$ cat src/hw/rtl/kcl_pkg.sv
// Package for the keypad code lock: payload, result and configuration types,
// event and register codes, reset values and the code digit helper.
// No dependencies.
package kcl_pkg;

    localparam int DIGIT_W    = 3;
    localparam int CODE_W     = 12;
    localparam int REG_DIGITS = 4;
    localparam int CFG_W      = 12;
    localparam int CFG_IDX_W  = 2;
    localparam int TICK_W     = 8;
    localparam int FAIL_W     = 3;
    localparam int EVENT_W    = 3;

    localparam logic [EVENT_W-1:0] EV_NONE   = 3'd0;
    localparam logic [EVENT_W-1:0] EV_ACCEPT = 3'd1;
    localparam logic [EVENT_W-1:0] EV_REJECT = 3'd2;
    localparam logic [EVENT_W-1:0] EV_WARN   = 3'd3;
    localparam logic [EVENT_W-1:0] EV_LOCK   = 3'd4;
    localparam logic [EVENT_W-1:0] EV_ADMIN  = 3'd5;
    localparam logic [EVENT_W-1:0] EV_AUTO   = 3'd6;
    localparam logic [EVENT_W-1:0] EV_IGNORE = 3'd7;

    localparam logic [CFG_IDX_W-1:0] REG_USER_CODE     = 2'd0;
    localparam logic [CFG_IDX_W-1:0] REG_OVERRIDE_CODE = 2'd1;
    localparam logic [CFG_IDX_W-1:0] REG_LOCKDOWN_SEC  = 2'd2;
    localparam logic [CFG_IDX_W-1:0] REG_WARNING_SEC   = 2'd3;

    localparam logic [CODE_W-1:0] USER_CODE_RST     = 12'd585;
    localparam logic [CODE_W-1:0] OVERRIDE_CODE_RST = 12'd2925;
    localparam logic [TICK_W-1:0] LOCKDOWN_SEC_RST  = 8'd60;
    localparam logic [TICK_W-1:0] WARNING_SEC_RST   = 8'd30;

    localparam logic [DIGIT_W-1:0] KEY_MAX    = 3'd5;
    localparam logic [FAIL_W-1:0]  FAIL_MAX   = 3'd7;
    localparam logic [FAIL_W-1:0]  WARN_FAILS = 3'd3;
    localparam logic [FAIL_W-1:0]  LOCK_FAILS = 3'd4;
    localparam logic [TICK_W-1:0]  TICK_MAX   = 8'hFF;

    typedef struct packed {
        logic               mode;
        logic [DIGIT_W-1:0] key;
    } item_t;

    typedef struct packed {
        logic [EVENT_W-1:0] event_res;
        logic               locked;
        logic [FAIL_W-1:0]  failures;
        logic [TICK_W-1:0]  lock_events;
        logic [1:0]         digits_held;
    } result_t;

    typedef struct packed {
        logic [CODE_W-1:0] user_code;
        logic [CODE_W-1:0] override_code;
        logic [TICK_W-1:0] lockdown_seconds;
        logic [TICK_W-1:0] warning_seconds;
    } cfg_t;

    // Digit i of a stored code; positions past the register read as zero.
    function automatic logic [DIGIT_W-1:0] code_digit(logic [CODE_W-1:0] code,
                                                      int unsigned i);
        logic [CODE_W-1:0] sh;
        sh = code >> (DIGIT_W * i);
        return (i < REG_DIGITS) ? sh[DIGIT_W-1:0] : '0;
    endfunction

endpackage

$ cat src/hw/rtl/kcl_if.sv
// Valid/ready channel interfaces for the keypad code lock: key/tick items
// in, result beats out. Depends on kcl_pkg for field widths.
interface kcl_item_if;
    import kcl_pkg::*;
    logic               valid;
    logic               ready;
    logic               mode;
    logic [DIGIT_W-1:0] key;

    modport source (output valid, output mode, output key, input ready);
    modport sink   (input valid, input mode, input key, output ready);
endinterface

interface kcl_result_if;
    import kcl_pkg::*;
    logic               valid;
    logic               ready;
    logic [EVENT_W-1:0] event_res;
    logic               locked;
    logic [FAIL_W-1:0]  failures;
    logic [TICK_W-1:0]  lock_events;
    logic [1:0]         digits_held;

    modport source (output valid, output event_res, output locked, output failures,
                    output lock_events, output digits_held, input ready);
    modport sink   (input valid, input event_res, input locked, input failures,
                    input lock_events, input digits_held, output ready);
endinterface

$ cat src/hw/rtl/kcl_core.sv
// Lock state and per-beat decision logic: code entry, compare, failure,
// warning hold, lockdown and tick handling. Depends on kcl_pkg.
module kcl_core #(
    parameter int CODE_LENGTH = 4
) (
    input  logic             clk,
    input  logic             rst_n,
    input  logic             step,
    input  kcl_pkg::item_t   item,
    input  kcl_pkg::cfg_t    cfg,
    output kcl_pkg::result_t res
);
    import kcl_pkg::*;

    localparam int PW = (CODE_LENGTH > 1) ? $clog2(CODE_LENGTH) : 1;
    localparam logic [PW-1:0] POS_LAST = PW'(CODE_LENGTH - 1);

    logic [DIGIT_W-1:0] entry_reg [CODE_LENGTH];
    logic [PW-1:0]      pos_reg, pos_next;
    logic [FAIL_W-1:0]  fail_reg, fail_next;
    logic               lock_reg, lock_next;
    logic [TICK_W-1:0]  lticks_reg, lticks_next;
    logic [TICK_W-1:0]  wticks_reg, wticks_next;
    logic [TICK_W-1:0]  events_reg, events_next;

    logic               store;
    logic               user_ok;
    logic               override_ok;
    logic [TICK_W-1:0]  lticks_inc;
    logic [FAIL_W-1:0]  fail_inc;
    logic [EVENT_W-1:0] ev;
    logic [PW+1:0]      pos_ext;

    always_comb
    begin
        logic [DIGIT_W-1:0] d;
        user_ok     = 1'b1;
        override_ok = 1'b1;
        for (int i = 0; i < CODE_LENGTH; i++)
        begin
            d = (i == CODE_LENGTH - 1) ? item.key : entry_reg[i];
            if (d != code_digit(cfg.user_code, i))
                user_ok = 1'b0;
            if (d != code_digit(cfg.override_code, i))
                override_ok = 1'b0;
        end
    end

    assign lticks_inc = (lticks_reg != TICK_MAX) ? lticks_reg + 1'b1 : lticks_reg;
    assign fail_inc   = (fail_reg != FAIL_MAX) ? fail_reg + 1'b1 : fail_reg;

    always_comb
    begin
        pos_next    = pos_reg;
        fail_next   = fail_reg;
        lock_next   = lock_reg;
        lticks_next = lticks_reg;
        wticks_next = wticks_reg;
        events_next = events_reg;
        store       = 1'b0;
        ev          = EV_NONE;
        if (item.mode)
        begin
            if (lock_reg)
            begin
                lticks_next = lticks_inc;
                if (lticks_inc >= cfg.lockdown_seconds)
                begin
                    lock_next   = 1'b0;
                    lticks_next = '0;
                    fail_next   = '0;
                    ev          = EV_AUTO;
                end
            end
            else if (wticks_reg != '0)
            begin
                wticks_next = wticks_reg - 1'b1;
            end
        end
        else if (item.key > KEY_MAX || (!lock_reg && wticks_reg != '0))
        begin
            ev = EV_IGNORE;
        end
        else
        begin
            store = 1'b1;
            if (pos_reg == POS_LAST)
            begin
                pos_next = '0;
                if (lock_reg)
                begin
                    if (override_ok)
                    begin
                        lock_next   = 1'b0;
                        lticks_next = '0;
                        fail_next   = '0;
                        ev          = EV_ADMIN;
                    end
                    else
                    begin
                        ev = EV_REJECT;
                    end
                end
                else if (user_ok)
                begin
                    fail_next = '0;
                    ev        = EV_ACCEPT;
                end
                else
                begin
                    fail_next = fail_inc;
                    if (fail_inc == WARN_FAILS)
                    begin
                        wticks_next = cfg.warning_seconds;
                        ev          = EV_WARN;
                    end
                    else if (fail_inc >= LOCK_FAILS)
                    begin
                        lock_next   = 1'b1;
                        lticks_next = '0;
                        if (events_reg != TICK_MAX)
                            events_next = events_reg + 1'b1;
                        ev          = EV_LOCK;
                    end
                    else
                    begin
                        ev = EV_REJECT;
                    end
                end
            end
            else
            begin
                pos_next = pos_reg + 1'b1;
            end
        end
    end

    always_ff @(posedge clk or negedge rst_n)
    begin
        if (!rst_n)
        begin
            pos_reg    <= '0;
            fail_reg   <= '0;
            lock_reg   <= 1'b0;
            lticks_reg <= '0;
            wticks_reg <= '0;
            events_reg <= '0;
        end
        else if (step)
        begin
            pos_reg    <= pos_next;
            fail_reg   <= fail_next;
            lock_reg   <= lock_next;
            lticks_reg <= lticks_next;
            wticks_reg <= wticks_next;
            events_reg <= events_next;
        end
    end

    always_ff @(posedge clk)
    begin
        if (step && store)
            entry_reg[pos_reg] <= item.key;
    end

    assign pos_ext = {2'b00, pos_next};

    always_comb
    begin
        res.event_res   = ev;
        res.locked      = lock_next;
        res.failures    = fail_next;
        res.lock_events = events_next;
        res.digits_held = pos_ext[1:0];
    end

endmodule

$ cat src/hw/rtl/keypad_code_lock_lockout.sv
// Top level of the keypad code lock: configuration registers, input beat
// register and result register around kcl_core. Depends on kcl_pkg, kcl_if.
//
// Usage:
//   item   : valid/ready channel of key presses (mode 0, key 0..5) and
//            one-second ticks (mode 1). Every accepted beat gives one result.
//   result : valid/ready channel carrying the event code and the lock state
//            after the beat (locked, failures, lock_events, digits_held).
//   wr_*   : register write port (user code, override code, lockdown ticks,
//            warning ticks); write only while no beat is in flight.
// Path: an accepted beat waits in the input register, and its result in the result register.
// Throughput: one beat per cycle; the input register hands over to the
//   result register in the same cycle the result is taken, so item.ready
//   stays high while the downstream side keeps up.
// Stall: while result is held, one more beat may wait in the input register;
//   item.ready then drops until the result beat leaves.
// Reset: registers return to their default codes and times, the lock opens,
//   counters clear and both beat registers empty.
module keypad_code_lock_lockout #(
    parameter int CODE_LENGTH = 4
) (
    input  logic                            clk,
    input  logic                            rst_n,
    kcl_item_if.sink                        item,
    kcl_result_if.source                    result,
    input  logic                            wr_en,
    input  logic [kcl_pkg::CFG_IDX_W-1:0]   wr_index,
    input  logic [kcl_pkg::CFG_W-1:0]       wr_data
);
    import kcl_pkg::*;

    cfg_t    cfg_reg;
    logic    in_valid_reg;
    item_t   in_item_reg;
    logic    out_valid_reg;
    result_t out_res_reg;
    result_t core_res;
    logic    advance;

    always_ff @(posedge clk or negedge rst_n)
    begin
        if (!rst_n)
        begin
            cfg_reg.user_code        <= USER_CODE_RST;
            cfg_reg.override_code    <= OVERRIDE_CODE_RST;
            cfg_reg.lockdown_seconds <= LOCKDOWN_SEC_RST;
            cfg_reg.warning_seconds  <= WARNING_SEC_RST;
        end
        else if (wr_en)
        begin
            case (wr_index)
                REG_USER_CODE:     cfg_reg.user_code        <= wr_data;
                REG_OVERRIDE_CODE: cfg_reg.override_code    <= wr_data;
                REG_LOCKDOWN_SEC:  cfg_reg.lockdown_seconds <= wr_data[TICK_W-1:0];
                REG_WARNING_SEC:   cfg_reg.warning_seconds  <= wr_data[TICK_W-1:0];
                default:           cfg_reg                  <= cfg_reg;
            endcase
        end
    end

    assign advance    = in_valid_reg && (!out_valid_reg || result.ready);
    assign item.ready = !in_valid_reg || advance;

    always_ff @(posedge clk or negedge rst_n)
    begin
        if (!rst_n)
        begin
            in_valid_reg  <= 1'b0;
            out_valid_reg <= 1'b0;
        end
        else
        begin
            if (item.ready)
                in_valid_reg <= item.valid;
            if (advance)
                out_valid_reg <= 1'b1;
            else if (result.ready)
                out_valid_reg <= 1'b0;
        end
    end

    always_ff @(posedge clk)
    begin
        if (item.valid && item.ready)
        begin
            in_item_reg.mode <= item.mode;
            in_item_reg.key  <= item.key;
        end
        if (advance)
            out_res_reg <= core_res;
    end

    kcl_core #(
        .CODE_LENGTH (CODE_LENGTH)
    ) u_core (
        .clk   (clk),
        .rst_n (rst_n),
        .step  (advance),
        .item  (in_item_reg),
        .cfg   (cfg_reg),
        .res   (core_res)
    );

    assign result.valid       = out_valid_reg;
    assign result.event_res   = out_res_reg.event_res;
    assign result.locked      = out_res_reg.locked;
    assign result.failures    = out_res_reg.failures;
    assign result.lock_events = out_res_reg.lock_events;
    assign result.digits_held = out_res_reg.digits_held;

endmodule

$ cat src/flat_wrapper.sv
// flat-port wrapper written by rule: the top's interface ports become plain ports
module keypad_code_lock_lockout_flat import kcl_pkg::*;
#(
    parameter int CODE_LENGTH = 4
)
  (clk, rst_n, wr_en, wr_index, wr_data, item_valid, item_mode, item_key, item_ready, result_valid, result_event_res, result_locked, result_failures, result_lock_events, result_digits_held, result_ready);
  kcl_item_if item_i ();
  kcl_result_if result_i ();
  input  logic clk;
  input  logic rst_n;
  input  logic wr_en;
  input  logic [kcl_pkg::CFG_IDX_W-1:0] wr_index;
  input  logic [kcl_pkg::CFG_W-1:0] wr_data;
  input wire logic [$bits(item_i.valid)-1:0] item_valid;
  input wire logic [$bits(item_i.mode)-1:0] item_mode;
  input wire logic [$bits(item_i.key)-1:0] item_key;
  output wire logic [$bits(item_i.ready)-1:0] item_ready;
  output wire logic [$bits(result_i.valid)-1:0] result_valid;
  output wire logic [$bits(result_i.event_res)-1:0] result_event_res;
  output wire logic [$bits(result_i.locked)-1:0] result_locked;
  output wire logic [$bits(result_i.failures)-1:0] result_failures;
  output wire logic [$bits(result_i.lock_events)-1:0] result_lock_events;
  output wire logic [$bits(result_i.digits_held)-1:0] result_digits_held;
  input wire logic [$bits(result_i.ready)-1:0] result_ready;
  assign item_i.valid = item_valid;
  assign item_i.mode = item_mode;
  assign item_i.key = item_key;
  assign item_ready = item_i.ready;
  assign result_valid = result_i.valid;
  assign result_event_res = result_i.event_res;
  assign result_locked = result_i.locked;
  assign result_failures = result_i.failures;
  assign result_lock_events = result_i.lock_events;
  assign result_digits_held = result_i.digits_held;
  assign result_i.ready = result_ready;
  keypad_code_lock_lockout #(.CODE_LENGTH(CODE_LENGTH)) u_core (.clk(clk), .rst_n(rst_n), .item(item_i), .result(result_i), .wr_en(wr_en), .wr_index(wr_index), .wr_data(wr_data));
endmodule
$ cat config.mk
export PLATFORM = sky130hd
export DESIGN_NAME = keypad_code_lock_lockout_flat
export DESIGN_NICKNAME = d
export VERILOG_FILES = /design/src/hw/rtl/kcl_pkg.sv /design/src/hw/rtl/kcl_if.sv /design/src/hw/rtl/kcl_core.sv /design/src/hw/rtl/keypad_code_lock_lockout.sv /design/src/flat_wrapper.sv
export SDC_FILE = /design/constraint.sdc
export NUM_CORES = 1
export LEC_CHECK = 0
export BUFFER_PORTS_ARGS = -buffer_cell sky130_fd_sc_hd__buf_2
export CORE_MARGIN = 2
export CORE_UTILIZATION = 60
export CTS_CLUSTER_SIZE = 28
export DETAILED_ROUTE_END_ITERATION = 6
export GPL_ROUTABILITY_DRIVEN = 1
export PLACE_DENSITY_LB_ADDON = 0.15
export SYNTH_ARGS = -nofsm -noshare
export SYNTH_HDL_FRONTEND = slang
export SYNTH_SLANG_ARGS = --single-unit
$ cat constraint.sdc
create_clock -name clk -period 4.11 [get_ports clk]
set_input_delay 0.411 -clock clk [delete_from_list [all_inputs] [get_ports clk]]
set_output_delay 0.411 -clock clk [all_outputs]
set_load 0.005 [all_outputs]
## Word-level counts from Yosys, hierarchy flattened

Memories as Yosys holds them, arrays and structs flattened.
Cells that the tools add are included.

| operators by class | value |
|---|---|
| $add $sub $neg | 5 |
| $mul | 0 |
| divide/modulo/power cells | 0 |
| order comparisons | 3 |
| equality and inequality tests | 26 |
| shift operators | 0 |
| muxes and demuxes | 73 |
| bitwise logic cells | 0 |
| reductions and logical operators | 21 |

Operators by type and width:

| cell | number |
|---|---|
| two-way mux 8 bit | 27 |
| two-way mux 3 bit | 19 |
| two-way mux 1 bit | 24 |
| inequality test 3 bit | 8 |
| adder 8 x 1 -> 8 bit (second input constant) | 2 |
| inequality test 8 bit (second input constant) | 2 |
| AND reduction 8 bit | 2 |
| greater-or-equal comparator 8 bit | 1 |
| inequality test 4 bit (second input constant) | 2 |
| AND reduction 2 bit | 4 |
| nonzero test 8 bit | 1 |
| subtractor 8 x 1 -> 8 bit (second input constant) | 1 |
| == test 2 bit (second input constant) | 3 |
| two-way mux 2 bit | 3 |
| inequality test 2 bit (second input constant) | 3 |
| inequality test 3 bit (second input constant) | 2 |
| nonzero test 2 bit | 3 |
| logical AND 1 bit | 4 |
| inequality test 2 x 1 -> 1 bit (second input constant) | 2 |
| inequality test 4 x 3 -> 1 bit (second input constant) | 1 |
| adder 3 x 1 -> 3 bit (second input constant) | 1 |
| == test 3 x 2 -> 1 bit (second input constant) | 1 |
| greater-or-equal comparator 3 bit (second input constant) | 1 |
| > comparator 3 bit (second input constant) | 1 |
| 6 further kinds | 10 |

| storage, ports and cells | value |
|---|---|
| bits in registers | 93 |
| latch bits | 0 |
| RAM bits | 12 |
| bits in read-only memories | 0 |
| input port bits | 23 |
| output and inout port bits | 19 |
| word-level logic and storage cells | 148 |
| memories kept | 1 |

Memories:

| name | words | bits a word | read ports | clocked after memory_dff | write ports | RTL line | RTL |
|---|---|---|---|---|---|---|---|
| u_core.u_core.entry_reg | 4 | 3 | 3 | 0 | 1 | kcl_core.sv:18 | `logic [DIGIT_W-1:0] entry_reg [CODE_LENGTH];` |

## Logic depth before layout (Yosys ltp)

Gate-level depths: netlist of run 1.
An unclocked memory read counts as a cell.

| depth | value |
|---|---|
| depth after elaboration | 11 |
| mapped depth | 12 |
| gate-level depth less buffers | 12 |

## Cells and area by module

Synthesis of run 1 repeated with hierarchy kept, for this count alone.

| unflattened totals | value |
|---|---|
| cells, all modules | 455 |
| area, all modules | 5241.3 um^2 |

By module, submodules not included:

| module | times used | cells an instance | area an instance (um^2) | seq. area each (um^2) |
|---|---|---|---|---|
| kcl_core | 1 | 340 | 3000.4 | 1021.0 |
| keypad_code_lock_lockout | 1 | 115 | 2240.9 | 1706.6 |

## Least setup slack after synthesis of run 1

Ideal clock, no wire load.

| timing path | value |
|---|---|
| path kind | register to register |
| start | reg u_core.u_core.lticks_reg[3] |
| end | reg u_core.u_core.lticks_reg[3] |
| library setup time | 0.066 ns |
| arrival time | 3.098 ns |
| data required time | 4.044 ns |
| slack | 0.946 ns |
| stages on the path, launching flop included | 13 |
| path buffers | 0 |
| period minus slack after synthesis | 3.164 ns |
| cells stage by stage | dfrtp_1 > and2_1 > and3_1 > nand2_1 > nor2_1 > mux2_2 > ha_1 > or4_1 > a21oi_1 > o31ai_1 > or3_1 > nor3b_1 > a221o_1 |

| on the way | value |
|---|---|
| word-level cells in the longest chain between the ends | 6 |
| elaborated cells on any way between the ends | 7 |
| those cells by class | add/sub: 1; order compare: 1; eq/ne: 1; mux: 4 |

Ends and longest elaborated chain:

| item | RTL line | RTL |
|---|---|---|
| start, declared | kcl_core.sv:22 | `logic [TICK_W-1:0] lticks_reg, lticks_next;` |
| start signal, assigned | kcl_core.sv:154 | `lticks_reg <= lticks_next;` |
| adder 8 x 1 -> 8 bit / inequality test 8 bit (equally long branches) | kcl_core.sv:49 | `assign lticks_inc = (lticks_reg != TICK_MAX) ? lticks_reg + 1'b1 : lticks_reg;` |
| two-way mux 8 bit * | kcl_core.sv:49 |  |
| greater-or-equal comparator 8 bit | kcl_core.sv:67 | `if (lticks_inc >= cfg.lockdown_seconds)` |
| two-way mux 8 bit * | kcl_core.sv:67 |  |
| two-way mux 8 bit * | kcl_core.sv:64 | `if (lock_reg)` |
| two-way mux 8 bit * | kcl_core.sv:62 | `if (item.mode)` |

Every way passes the cells marked *; elsewhere a longest branch is shown, timed or not. The select of a mux whose other input is x is not followed.
A chain may end at the register's enable or synchronous reset.

## Final worst setup path of run 1

Ends and elaborated chain as after synthesis.

==> results.md, run 1 <==
- Setup violations remaining at the end of the flow were counted as 0.
- The HPWL after detailed placement is between 7 and 8 mm.
- The clock slew at the register clock pins of the worst setup and hold paths is 0.10 ns.
- The dominant register cell in the synthesized netlist is dfrtp_1.
- The total vias in the final route is 3,452.
- Synthesis produced a netlist whose cell count is between 400 and 500.
- The number of fillers in the final layout is 614.
- In the final layout, the share of cells above drive strength 1 is between 20% and 30%.
- Subtracting the final worst setup slack from the clock period gives 3.52 ns.
- Using the TritonRoute via totals, the vias-per-cell ratio works out to 5.92.
- The net count after synthesis is 469.
- Clock tree synthesis inserted a total of 9 buffers.
- The leakage power is around 2.3 nW.
- The post-cts resize count is 0.
- For this design the top-level I/O count stands at 42.
- The area growth from synthesis to layout is 9.71%.
- Along the worst path, the maximum fanout reaches 7.
- Yosys printed 0 warnings.
- The post-synthesis share of cell area spent on full adders, half adders and majority gates is under 10%.
- The buffer cell driving the clock tree root is clkbuf_8.
- The area of the mapped netlist is between 5000 and 6000 um^2.
- During placement, the flow inserted port buffers numbering 41.
- The run finished with clean final reports.
- The synthesized design devotes to its leading area cell type around a quarter of total area.
- The die covers around 9400 um^2.
- The clock network fraction of total power is 23.8%.
- In this run the critical register-to-register path is launched from u_core.u_core.lticks_reg[3].
- The compound-cell area share of the yosys netlist is a little over a tenth.
- CTS built an H-tree with a depth of 3.
- For this run, asynchronously set or reset flops after synthesis account for 70.6%.
- The number of slew-limit violations in the final report came to 0.
- The register with the most flip-flops in the layout has 40 of them.
- The cell taking the most area after synthesis is dfrtp_1.
- In this run switching power makes up approximately a third of total power.
- The tightest slew margin relative to the limit is between 20% and 30%.
- The detailed-router iteration count before antenna repair is 5.
- The cell type of the slowest stage on the worst timing path is or4_1.
- Across every metal layer, demand over resource in global routing totals between 20% and 30%.
- The CTS tree is yes.
- The highest clock frequency the design can meet is 284 MHz.
- The worst voltage drop across the vdd grid is around 280 uV.
- After routing the design area is about 5700 um^2.
- The instance count after placement with tap cells included is 567.
- The post-route worst hold slack is between 0.2 and 0.25 ns.
- Max-cap violations in this run came to 0.
- The net switching power figure is around 0.83 mW.
- The global placer's final weighted congestion is roughly 0.84.
- The clock net in this run drives a total of approximately 100 sinks.
- At the placement stage, the worst setup path has a slack of about 0.63 ns.
- At the end of the flow, the number of nets in the layout was 512.
- The effective utilization at floorplan is roughly 62%.
- Clock latency on the worst-skew pair, taken at its later pin, is roughly 0.37 ns.
- Setup repair after global routing left no endpoint under its margin.
- In this run the horizontal extent of the chip is around 97 um.
- The deepest clock path buffer count is 2.
- The core footprint is 8300 um^2.
- The total count of hold-check failures in the final report came to 0.
- For the final database, setup skew stands at around 0.012 ns.
- Leaving out fill and tap cells, the most frequent cell in the layout is dfrtp_1.
- The maximum number of pins on one net before global-route repair is 45.
- Once placement finished, the instance area stood at between 5000 and 6000 um^2.
- The row count is 33.
- In the final timing run, aggregate negative setup slack is 0 ns.
- The slew at the pin closest to its max-slew limit is approximately 1.1 ns.
- For this block, the initial DRC count from the detailed router was ~140.
- The internal power of the cells totals between 1.5 and 2 mW.
- The synthesized netlist contains 56 unique library cells.
- Traced cell by cell, the critical path runs through and2_1, and3_1, nand2_1, nor2_1, mux2_2, ha_1, or4_1, a21oi_1, o31ai_1, or3_1, nor3b_1, a221o_1.
- The aggregate global routing overflow is 0.
- The type of the tightest min-delay check is in2async.
- After layout, the worst setup slack is roughly 0.59 ns.
- The synthesized design contains 30 enable-type register cells.
- STA classifies the critical path endpoint as a flop.
- For this run, the register share of the synthesized area comes to a little over half.
- After detailed routing, the total wire length is ~10 mm.
- The share of the synthesized netlist area taken by xor and xnor gates is approximately 5.6%.
- The arrival time of the worst setup path is about 3.8 ns.
- In the synthesized netlist, mux cells make up between 10% and 20% of the area.
- The final worst-path cycle share is around 86%.
- The post-detailed-route wirelength per cell is 17.2 um.
- Dividing total power by cell area gives a power density of around 460 nW/um^2.
- The number of antenna violations at the first check in global routing is 0.
- The first global-routing pass estimated 16.8 mm of wire.
- The number of buffers inserted by post-CTS setup repair is 0.
- In the post-synthesis netlist, the biggest area contributors are dfrtp_1 (25%), edfxtp_1 (17%), mux2_2 (11%).
- The number of global-route vias before repair was 3,411.
- The residual antenna-violating net count after detailed routing is 0.
- STA puts the critical path data required time at between 4 and 5 ns.
- In this design, the stage delay of the slowest critical-path cell is about 0.5 ns.
- In this run, synthesis produced a sequential element count of 102.
- The DRC violation count after routing is 0.
- The critical path in this run is classified as reg2reg.
- The basic-gate share of the synthesized area counting and, or, nand and nor cells is between 10% and 20%.
- From bottom edge to top edge, the die measures 96.8 um.
- The sequential share of power is between 50% and 60%.
- The largest family of logic cells by synthesized area is simple AND/OR/NAND/NOR gates.
- A synthesized cell averages between 10 and 15 um^2.
- The diode insertion count for antenna repair is 0.
- STA classifies the critical path startpoint as a flop.
- The top cell types in the final layout, fill and taps aside, are dfrtp_1 (52), mux2_2 (50), buf_2 (41).
- The critical path launch point is u_core.u_core.lticks_reg[3].
- For this run, the number of standard cells in the final layout without fillers is about 600.
- The combinational cell fraction of total power is between 20 and 25%.
- For this design, the CTS-stage hold fixing added 0 buffers.
[critical path, delay by kind of cell (launching register included)]
kind,cells,cell delay [ns]
simple gates,7,1.97
compound gates,3,0.46
flops,1,0.45
mux,1,0.39
fa+ha+maj,1,0.19
[routing by layer]
layer  routed length (um)  vias up  global-route usage (%)
li1                     -     1672                       -
met1                 4620     1701                    31.0
met2                 4940       70                    35.8
met3                  377        9                    4.99
met4                  101        0                    6.18
met5                    0        -                       0
[synthesized netlist by cell type, types with 12 or more instances]
master and instances:
a21oi_1 14, dfrtp_1 52, dfstp_2 20, edfxtp_1 30
ha_1 16, inv_1 15, mux2_2 50, nand2_1 25
nand3_1 14, nand4_1 12, nor2_1 17, xnor2_1 30
[path summary, 6_finish.rpt]
check / to / slack, ns / cells past startpoint
worst max-delay path: u_core.u_core.lticks_reg[3] / 0.59 / 12
worst min-delay path: u_core.cfg_reg[39] / 0.20 / 1
worst max register to register: u_core.u_core.lticks_reg[3] / 0.59 / 12
worst min register to register: u_core.result.valid / 0.51 / 1
max in group asynchronous: u_core.cfg_reg[13] / 2.93 / 2
min in group clk: u_core.in_item_reg[0] / 0.20 / 1
[metrics by stage]
stage | util, % | power (mW)
2_1_floorplan | - | 1.82
3_3_place_gp | 66.0 | 1.97
3_5_place_dp | 66.0 | 2.01
4_1_cts | 68.3 | 2.63
5_1_grt | 68.3 | 2.77
6_report | 68.3 | 2.61
[logic make-up after synthesis]
logic type	count (synthesis)
buf+inv	28
flops	102
fa+ha+maj	16
mux	54
compound gates	75
xor+xnor	33
simple gates	122
[power by group through the flow]
stage | combinational [mW] | clock (mW) | sequential, mW
after CTS | 0.578 | 0.635 | 1.42
after global placement | 0.547 | 0 | 1.43
final | 0.573 | 0.621 | 1.42
after detailed placement | 0.574 | 0 | 1.43
after floorplan | 0.433 | 0 | 1.39
after global routing | 0.645 | 0.679 | 1.45
[cell type report]
class | count | area (um^2) | area share (%)
clock buffer | 10 | 128 | 2.25
tap | 105 | 131 | 2.32
timing repair buffer | 45 | 235 | 4.15
inverter | 15 | 56.3 | 0.993
sequential | 102 | 2730 | 48.1
clock inverter | 6 | 65.1 | 1.15
multi-input combinational | 300 | 2330 | 41.0
Note: power is estimated with default switching activity, not from simulation.
==> inputs of run 2 (changes only) <==
--- a/config.mk
+++ b/config.mk
@@ -6,12 +6,11 @@
 export NUM_CORES = 1
 export LEC_CHECK = 0
 export BUFFER_PORTS_ARGS = -buffer_cell sky130_fd_sc_hd__buf_2
-export CORE_MARGIN = 2
 export CORE_UTILIZATION = 60
 export CTS_CLUSTER_SIZE = 28
 export DETAILED_ROUTE_END_ITERATION = 6
 export GPL_ROUTABILITY_DRIVEN = 1
-export PLACE_DENSITY_LB_ADDON = 0.15
+export PLACE_DENSITY = 0.8
 export SYNTH_ARGS = -nofsm -noshare
 export SYNTH_HDL_FRONTEND = slang
 export SYNTH_SLANG_ARGS = --single-unit
==> constraint.sdc (replaced) <==
create_clock -name clk -period 4.11 [get_ports clk]
set_input_delay 0.822 -clock clk [delete_from_list [all_inputs] [get_ports clk]]
set_output_delay 0.822 -clock clk [all_outputs]
set_load 0.005 [all_outputs]
==> run 2 against run 1 <==
Net effect:
- maximum frequency shrank 1.3%
- clock skew rose by 0.0016 ns
- highest routed layer unchanged
- first-iteration DRC count rose by 61%
- critical endpoint is now u_core.u_core.lticks_reg[6]
- largest power group unchanged
- via count up 1.9%
- clock power grew 7.1%
- setup slack worse by 0.046 ns
- design area increased by 0.38%
==> results.md, run 2 (synthesized netlist as in run 1, its figures left out) <==
- The flow ran to the end, and the final reports show no timing, DRC or antenna violations.
- VDD sags by at most between 300 and 400 uV.
- The final-report setup violation count is 0.
- The total I/O pin count is 42.
- The final layout contains just over 500 nets.
- The die span in x is roughly 95 um.
- The cell type of the slowest stage on the worst timing path is nor3_1.
- The total of hold buffers inserted after clock tree synthesis is 0.
- The reg-to-reg endpoint is u_core.u_core.lticks_reg[6].
- The initial utilization of the core area, before any placement, comes to a little over three fifths.
- The kind of cell with the highest combined delay on the critical path is simple AND/OR/NAND/NOR gates.
- In the final timing run, aggregate negative setup slack is 0 ns.
- The floorplan has 33 rows.
- The CTS sink count is approximately 100.
- The deepest clock path buffer count is 2.
- The number of flip-flops in the largest register is 40.
- The quantity of I/O buffers inserted on ports is 41.
- In this run the clock root is driven by a clkbuf_8.
- In this run the worst hold path is classified as in2async.
- The total routed wirelength is 10.2 mm.
- The startpoint identified for the worst register-to-register timing path is u_core.u_core.lticks_reg[3].
- The cell count along the critical path is 11.
- The die covers between 8000 and 9000 um^2.
- The critical path starts at u_core.u_core.lticks_reg[3].
- The number of non-filler instances in the completed layout is 583.
- The total vias in the final route is approximately 3,500.
- The die is around 95 um tall.
- After the first detailed-routing iteration, the DRC count stood at 220.
- Across all setup checks in the final design, the least slack found is ~0.55 ns.
- The critical path startpoint category is a flop.
- The residual antenna-violating net count after detailed routing is 0.
- After global routing the overflow that remains totals 0.
- Setup repair after global routing left no endpoint under its margin.
- The top cell types in the final layout, fill and taps aside, are dfrtp_1 (52), mux2_2 (50), buf_2 (41).
- The critical path goes through and2_1, and3_1, nand2_1, nor2_1, mux2_2, ha_1, or4_1, a21oi_1, o31ai_1, nor3_1, a22o_1.
- In this run the worst path has a maximum fanout of 7.
- The tightest slew margin relative to the limit is about a third.
- The CTS tree is yes.
- Counting tap cells, the placed design contains a total of about 570 instances.
- For this run, the detailed router's first-pass iteration total came to 4.
- The end point of the critical path is u_core.u_core.lticks_reg[6].
- The final worst-path cycle share is 86.7%.
- Entering global routing, the biggest net connects between 40 and 50 pins.
- Dividing total power by cell area gives a power density of roughly 470 nW/um^2.
- The number of slew-limit violations in the final report is 0.
- The area of all placed cells without fillers is roughly 5700 um^2.
- CTS built an H-tree with a depth of 3.
- Static timing analysis puts the maximum clock frequency at approximately 280 MHz.
- The later pin in the worst-skew pair is clocked with a latency of between 0.3 and 0.4 ns.
- The final cell utilization of the core is between 60% and 70%.
- The number of cell instances on the worst register-to-register path is 11.
- Routability-driven placement finished with a final weighted congestion of a little over 0.8.
- The number of global-route vias before repair is roughly 3,500.
- In this run the cell area measured after placement is approximately 5500 um^2.
- The critical path is of the reg2reg type.
- The number of buffers inserted by post-CTS setup repair is 0.
- For this run, design rule violations remaining after detail routing come to 0.
- Once the clock tree was built, the resizer swapped 0 gates to a different size.
- The buffers plus inverters on the worst setup path is 0.
- The global-route wire length before repair is between 15 and 20 mm.
- The slew at the pin closest to its max-slew limit is between 0.9 and 1 ns.
- The analysis attributes to cell leakage a power of about 2.4 nW.
- 0 antenna diodes ended up in the layout.
- Of the cells placed in the final design, the portion with a size suffix greater than 1 is between 20 and 30%.
- Across the run, the number of max-cap violations was 0.
- The most common cell after layout, fill and taps aside is dfrtp_1.
- The total count of hold-check failures in the final report is 0.
- The area growth from synthesis to layout is 10.1%.
- The worst setup path is captured at a flop.
- The clock slew at the register clock pins of the worst setup and hold paths is between 0.1 and 0.15 ns.
- After detailed routing, the average wire length per cell comes to about 17 um.
- The required time of the critical path is approximately 4.4 ns.
- The number of antenna violations at the first check in global routing is 0.
- The clock buffer count from CTS is 9.
- For the worst setup path, the data arrival time is about 3.9 ns.
- Subtracting the final worst setup slack from the clock period gives between 3 and 4 ns.
- The worst setup slack after placement is 0.614 ns.
- The total track usage is roughly a quarter.
- The number of fillers in the final layout is 621.
- In this run the register-to-register setup slack is between 0.5 and 0.6 ns.
- The region available for standard cell placement spans between 8000 and 9000 um^2.
- For this run, the slowest stage of the critical path takes 0.59 ns.
- The placed wire-length estimate after detailed placement is around 7.3 mm.
- The clock skew after layout is about 0.013 ns.
- The per-cell via count in the routed design is about 6.0.
## run 2: cell types whose count changed in the layout (fill, tap and decap cells not counted)
| cell | previous run | this run |
|---|---|---|
| inv_6 | 1 | 3 |
| clkinv_4 | 2 | 0 |
| clkbuf_16 | 0 | 1 |
| clkbuf_1 | 1 | 0 |
## run 2: worst min path at each step
stage                             start  slack, ns  cells after the start                   to
floorplan           u_core.in_valid_reg       0.46                      1  u_core.result.valid
global placement    u_core.in_valid_reg       0.48                      1  u_core.result.valid
detailed placement  u_core.in_valid_reg       0.49                      1  u_core.result.valid
CTS                               rst_n       0.44                      1   u_core.cfg_reg[36]
global route                      rst_n       0.48                      1   u_core.cfg_reg[36]
finish                            rst_n       0.45                      1   u_core.cfg_reg[36]
## run 2: cell type report
type	instances	area [um^2]	area share [%]
Clock buffer	10	149	2.62
Inverter	15	56.3	0.989
Tap cell	105	131	2.31
Multi-Input combinational cell	300	2330	40.9
Clock inverter	6	65.1	1.14
Sequential cell	102	2730	47.9
Timing Repair Buffer	45	235	4.13
## run 2: per-layer routing
layer  wire length, um  share of wire, %  global-route usage [%]  up-vias
li1                  -                 -                       -     1667
met1              4580                45                    34.1     1736
met2              4940                48                    39.9       94
met3               425               4.2                    6.12       22
met4               257               2.5                    9.72        0
met5                 0                 0                       0        -
## run 2: report_power, final
part           internal [mW]  switching, mW
Combinational          0.293          0.286
Clock                  0.277          0.388
Sequential              1.25          0.160
## run 2: stage by stage
stage / hold WS (ns) / total power, mW
floorplan: 0.457 / 1.82
global placement: 0.478 / 1.97
detailed placement: 0.488 / 2.00
CTS: 0.444 / 2.67
global route: 0.478 / 2.81
finish: 0.445 / 2.66
==> inputs of run 3 (changes only) <==
--- a/config.mk
+++ b/config.mk
@@ -5,11 +5,13 @@
 export SDC_FILE = /design/constraint.sdc
 export NUM_CORES = 1
 export LEC_CHECK = 0
+export ABC_AREA = 1
 export BUFFER_PORTS_ARGS = -buffer_cell sky130_fd_sc_hd__buf_2
 export CORE_UTILIZATION = 60
 export CTS_CLUSTER_SIZE = 28
 export DETAILED_ROUTE_END_ITERATION = 6
 export GPL_ROUTABILITY_DRIVEN = 1
+export HOLD_SLACK_MARGIN = 0.1
 export PLACE_DENSITY = 0.8
 export SYNTH_ARGS = -nofsm -noshare
 export SYNTH_HDL_FRONTEND = slang
==> run 3 against run 2 <==
Net effect:
- die area increased by 4.9%
- sequential cell count unchanged
- register-to-register slack improved by 0.50 ns
- critical path type unchanged
==> results.md, run 3 <==
- The run finished with clean final reports.
- Ranked by total cell area, the synthesized netlist is headed by dfrtp_1 (24%), edfxtp_1 (17%), nand2_1 (14%).
- The floorplan step defined a core boundary enclosing around 8700 um^2.
- The average instance area after synthesis is approximately 8.3 um^2.
- The total count of hold-check failures in the final report is 0.
- Along the worst path, the maximum fanout reaches 7.
- The global-route met1 utilization is a little under a third.
- The total track usage is 25.1%.
- Setup slack on the worst reg-to-reg path comes out at between 1 and 1.5 ns.
- Setup repair after global routing left no endpoint under its margin.
- For this design the top-level I/O count stands at 42.
- The leakage power is between 2 and 3 nW.
- The area growth from synthesis to layout is 8.99%.
- The global routing met2 resource utilization is between 40 and 50%.
- In the synthesized netlist the dominant register cell turns out to be dfrtp_1.
- Detailed routing inserted a total of about 4,300 vias.
- The source of the worst register-to-register timing path is u_core.u_core.lticks_reg[0].
- The clock skew after layout is approximately 0.014 ns.
- Summed over all layers, the global routing overflow is 0.
- The critical path startpoint category is a flop.
- Entering global routing, the biggest net connects 34 pins.
- Of the cells placed in the final design, the portion with a size suffix greater than 1 is 15.8%.
- The clock slew at the register clock pins of the worst setup and hold paths is 0.09 ns.
- The height of the die is roughly 97 um.
- The diode insertion count for antenna repair is 0.
- Leaving out fill and tap cells, the most frequent cell in the layout is nand2_1.
- The number of enable flip-flop cells after synthesis is 30.
- The critical path's largest stage delay is between 0.4 and 0.5 ns.
- The post-cts resize count is 0.
- The total of warnings raised by yosys is 0.
- For the pin with the worst max-slew slack, the measured transition is 0.830 ns.
- Traced cell by cell, the critical path runs through ha_1, nand2_1, nor3_1, nand2_1, inv_1, nand2_1, xor2_1, inv_1, ha_1, nand4_1, o211ai_1, inv_1, nand3_1, o21ai_0.
- The critical path capture point type is a flop.
- The buffer cell driving the clock tree root is clkbuf_8.
- The final layout contains ~730 nets.
- The quantity of I/O buffers inserted on ports is a little over 40.
- The number of hold buffers added after CTS was 0.
- The number of global-route vias before repair is ~4,300.
- The required time of the critical path is about 4.2 ns.
- The global placer's final weighted congestion is 0.870.
- The net count after synthesis is around 690.
- Setup violations remaining at the end of the flow were counted as 0.
- The met3 track utilization from global routing is around 4.7%.
- Adding up every negative setup slack in the final design gives 0 ns.
- Buffers added to address setup during post-CTS repair amount to 0.
- After synthesis the netlist holds a flip-flop and latch count of between 100 and 150.
- The die span in x is a little under 100 um.
- Among cell families on the critical path, the largest total delay comes from simple AND/OR/NAND/NOR gates.
- The clock latency at the later pin of the worst-skew pair is about 0.37 ns.
- The instance count of the mapped netlist is around 650.
- The area share of the largest cell type after synthesis is 24.0%.
- Once detailed placement completed, the half-perimeter wirelength came to ~8.2 mm.
- The arrival time of the worst setup path is 3.17 ns.
- Dividing the detail-routed via count by the number of cells gives roughly 5.4.
- For this design the ratio of total power to cell area is ~440 nW/um^2.
- The slowest stage of the critical path is the dfrtp_1 cell.
- The initial utilization of the core area, before any placement, comes to about 62%.
- The final cell utilization of the core is about 68%.
- The maximum level of the CTS H-tree is 3.
- Max-cap violations in this run came to 0.
- The share of flip-flops with an asynchronous set or reset is a little over two thirds.
- The deepest clock path buffer count is 2.
- The smallest clock period supported by the final layout is computed as about 3 ns.
- The netlist uses 36 different library cells.
- The total routed wirelength is between 10 and 15 mm.
- Buffers inserted during clock tree synthesis total 9.
- Derived from the worst setup path, the maximum achievable clock frequency is roughly 330 MHz.
- The library cells used most frequently in the layout, excluding fill and tap cells, are nand2_1 (198), inv_1 (89), o21ai_0 (58).
- For this run, the detailed router's first-pass iteration total came to 5.
- Final hold analysis gives a worst-case slack of about 0.40 ns.
- The row count is 34.
- The most critical setup path has its startpoint at u_core.u_core.lticks_reg[0].
- Sequential cells were found to cover just over 50% of the synthesized design area.
- The register with the most flip-flops in the layout has 40 of them.
- The cell taking the most area after synthesis is dfrtp_1.
- The floorplan step defined a die boundary enclosing about 9400 um^2.
- IR analysis of the VDD net gives a maximum drop of approximately 340 uV.
- The global-route wire length before repair is 19.2 mm.
- TritonCTS built the clock tree.
- The DRC violation count after routing is 0.
- Together, buffers and inverters on the worst path number 3.
- The CTS sink count is a little over 100.
- The post-detailed-route wirelength per cell is roughly 14 um.
- The residual antenna-violating net count after detailed routing is 0.
- The critical path is of the reg2reg type.
- The final worst-path cycle share is between 70% and 80%.
- The tightest slew margin relative to the limit is between 40% and 50%.
- The routing layer with the top usage in global route is met2.
- In this run, the number of DRC markers left after iteration 0 of detailed routing was 251.
- The number of slew-limit violations in the final report is 0.
- By count the netlist is led by nand2_1 (198), inv_1 (89), o21ai_0 (58), dfrtp_1 (52), nand3_1 (39).
- The number of antenna violations at the first check in global routing is 0.
- The type of the tightest min-delay check is in2async.
- The cell with the most instances after synthesis is nand2_1.
- Summing every instance area after synthesis gives roughly 5400 um^2.
-- run 3: logic make-up after synthesis --
group,synth area share [%]
simple gates,24.2
buf+inv,7.68
flops,50.3
fa+ha+maj,3.69
compound gates,10.2
mux,0.208
xor+xnor,3.71
-- run 3: metrics by stage --
step                instance area [um^2]  power (mW)  cells  setup WS (ns)
floorplan                           5430        1.83    652           1.52
global placement                    5720        1.97    790           1.33
detailed placement                  5720        2.01    790           1.09
CTS                                 5910        2.63    806           1.07
global route                        5910        2.79    806          0.762
finish                              5910        2.61    806           1.05
-- run 3: per-layer routing --
metal,vias up,wire [um]
li1,2166,-
met1,2028,4750
met2,113,5480
met3,19,499
met4,0,246
met5,-,0
-- run 3: area by class of cell --
cell class,instances,area [um^2]
clock buffers,11,153
clock inverters,5,40.0
fillers,696,2810
inverters,93,349
multi-input cells,443,2280
flip-flops and latches,102,2730
well taps,108,135
repair buffers,44,228
-- run 3: path summary, 6_finish.rpt --
check	endpoint	cells after the start
worst max register to register	u_core.result.locked	14
worst min-delay path	u_core.cfg_reg[9]	1
min in group clk	u_core.cfg_reg[6]	2
worst max-delay path	u_core.result.locked	14
worst min register to register	u_core.cfg_reg[6]	2
max in group asynchronous	u_core.cfg_reg[19]	2
-- run 3: where the power goes --
part           switching [mW]  internal [mW]
Combinational           0.388          0.241
Sequential              0.127           1.24
Clock                   0.353          0.263
Total                   0.868           1.74
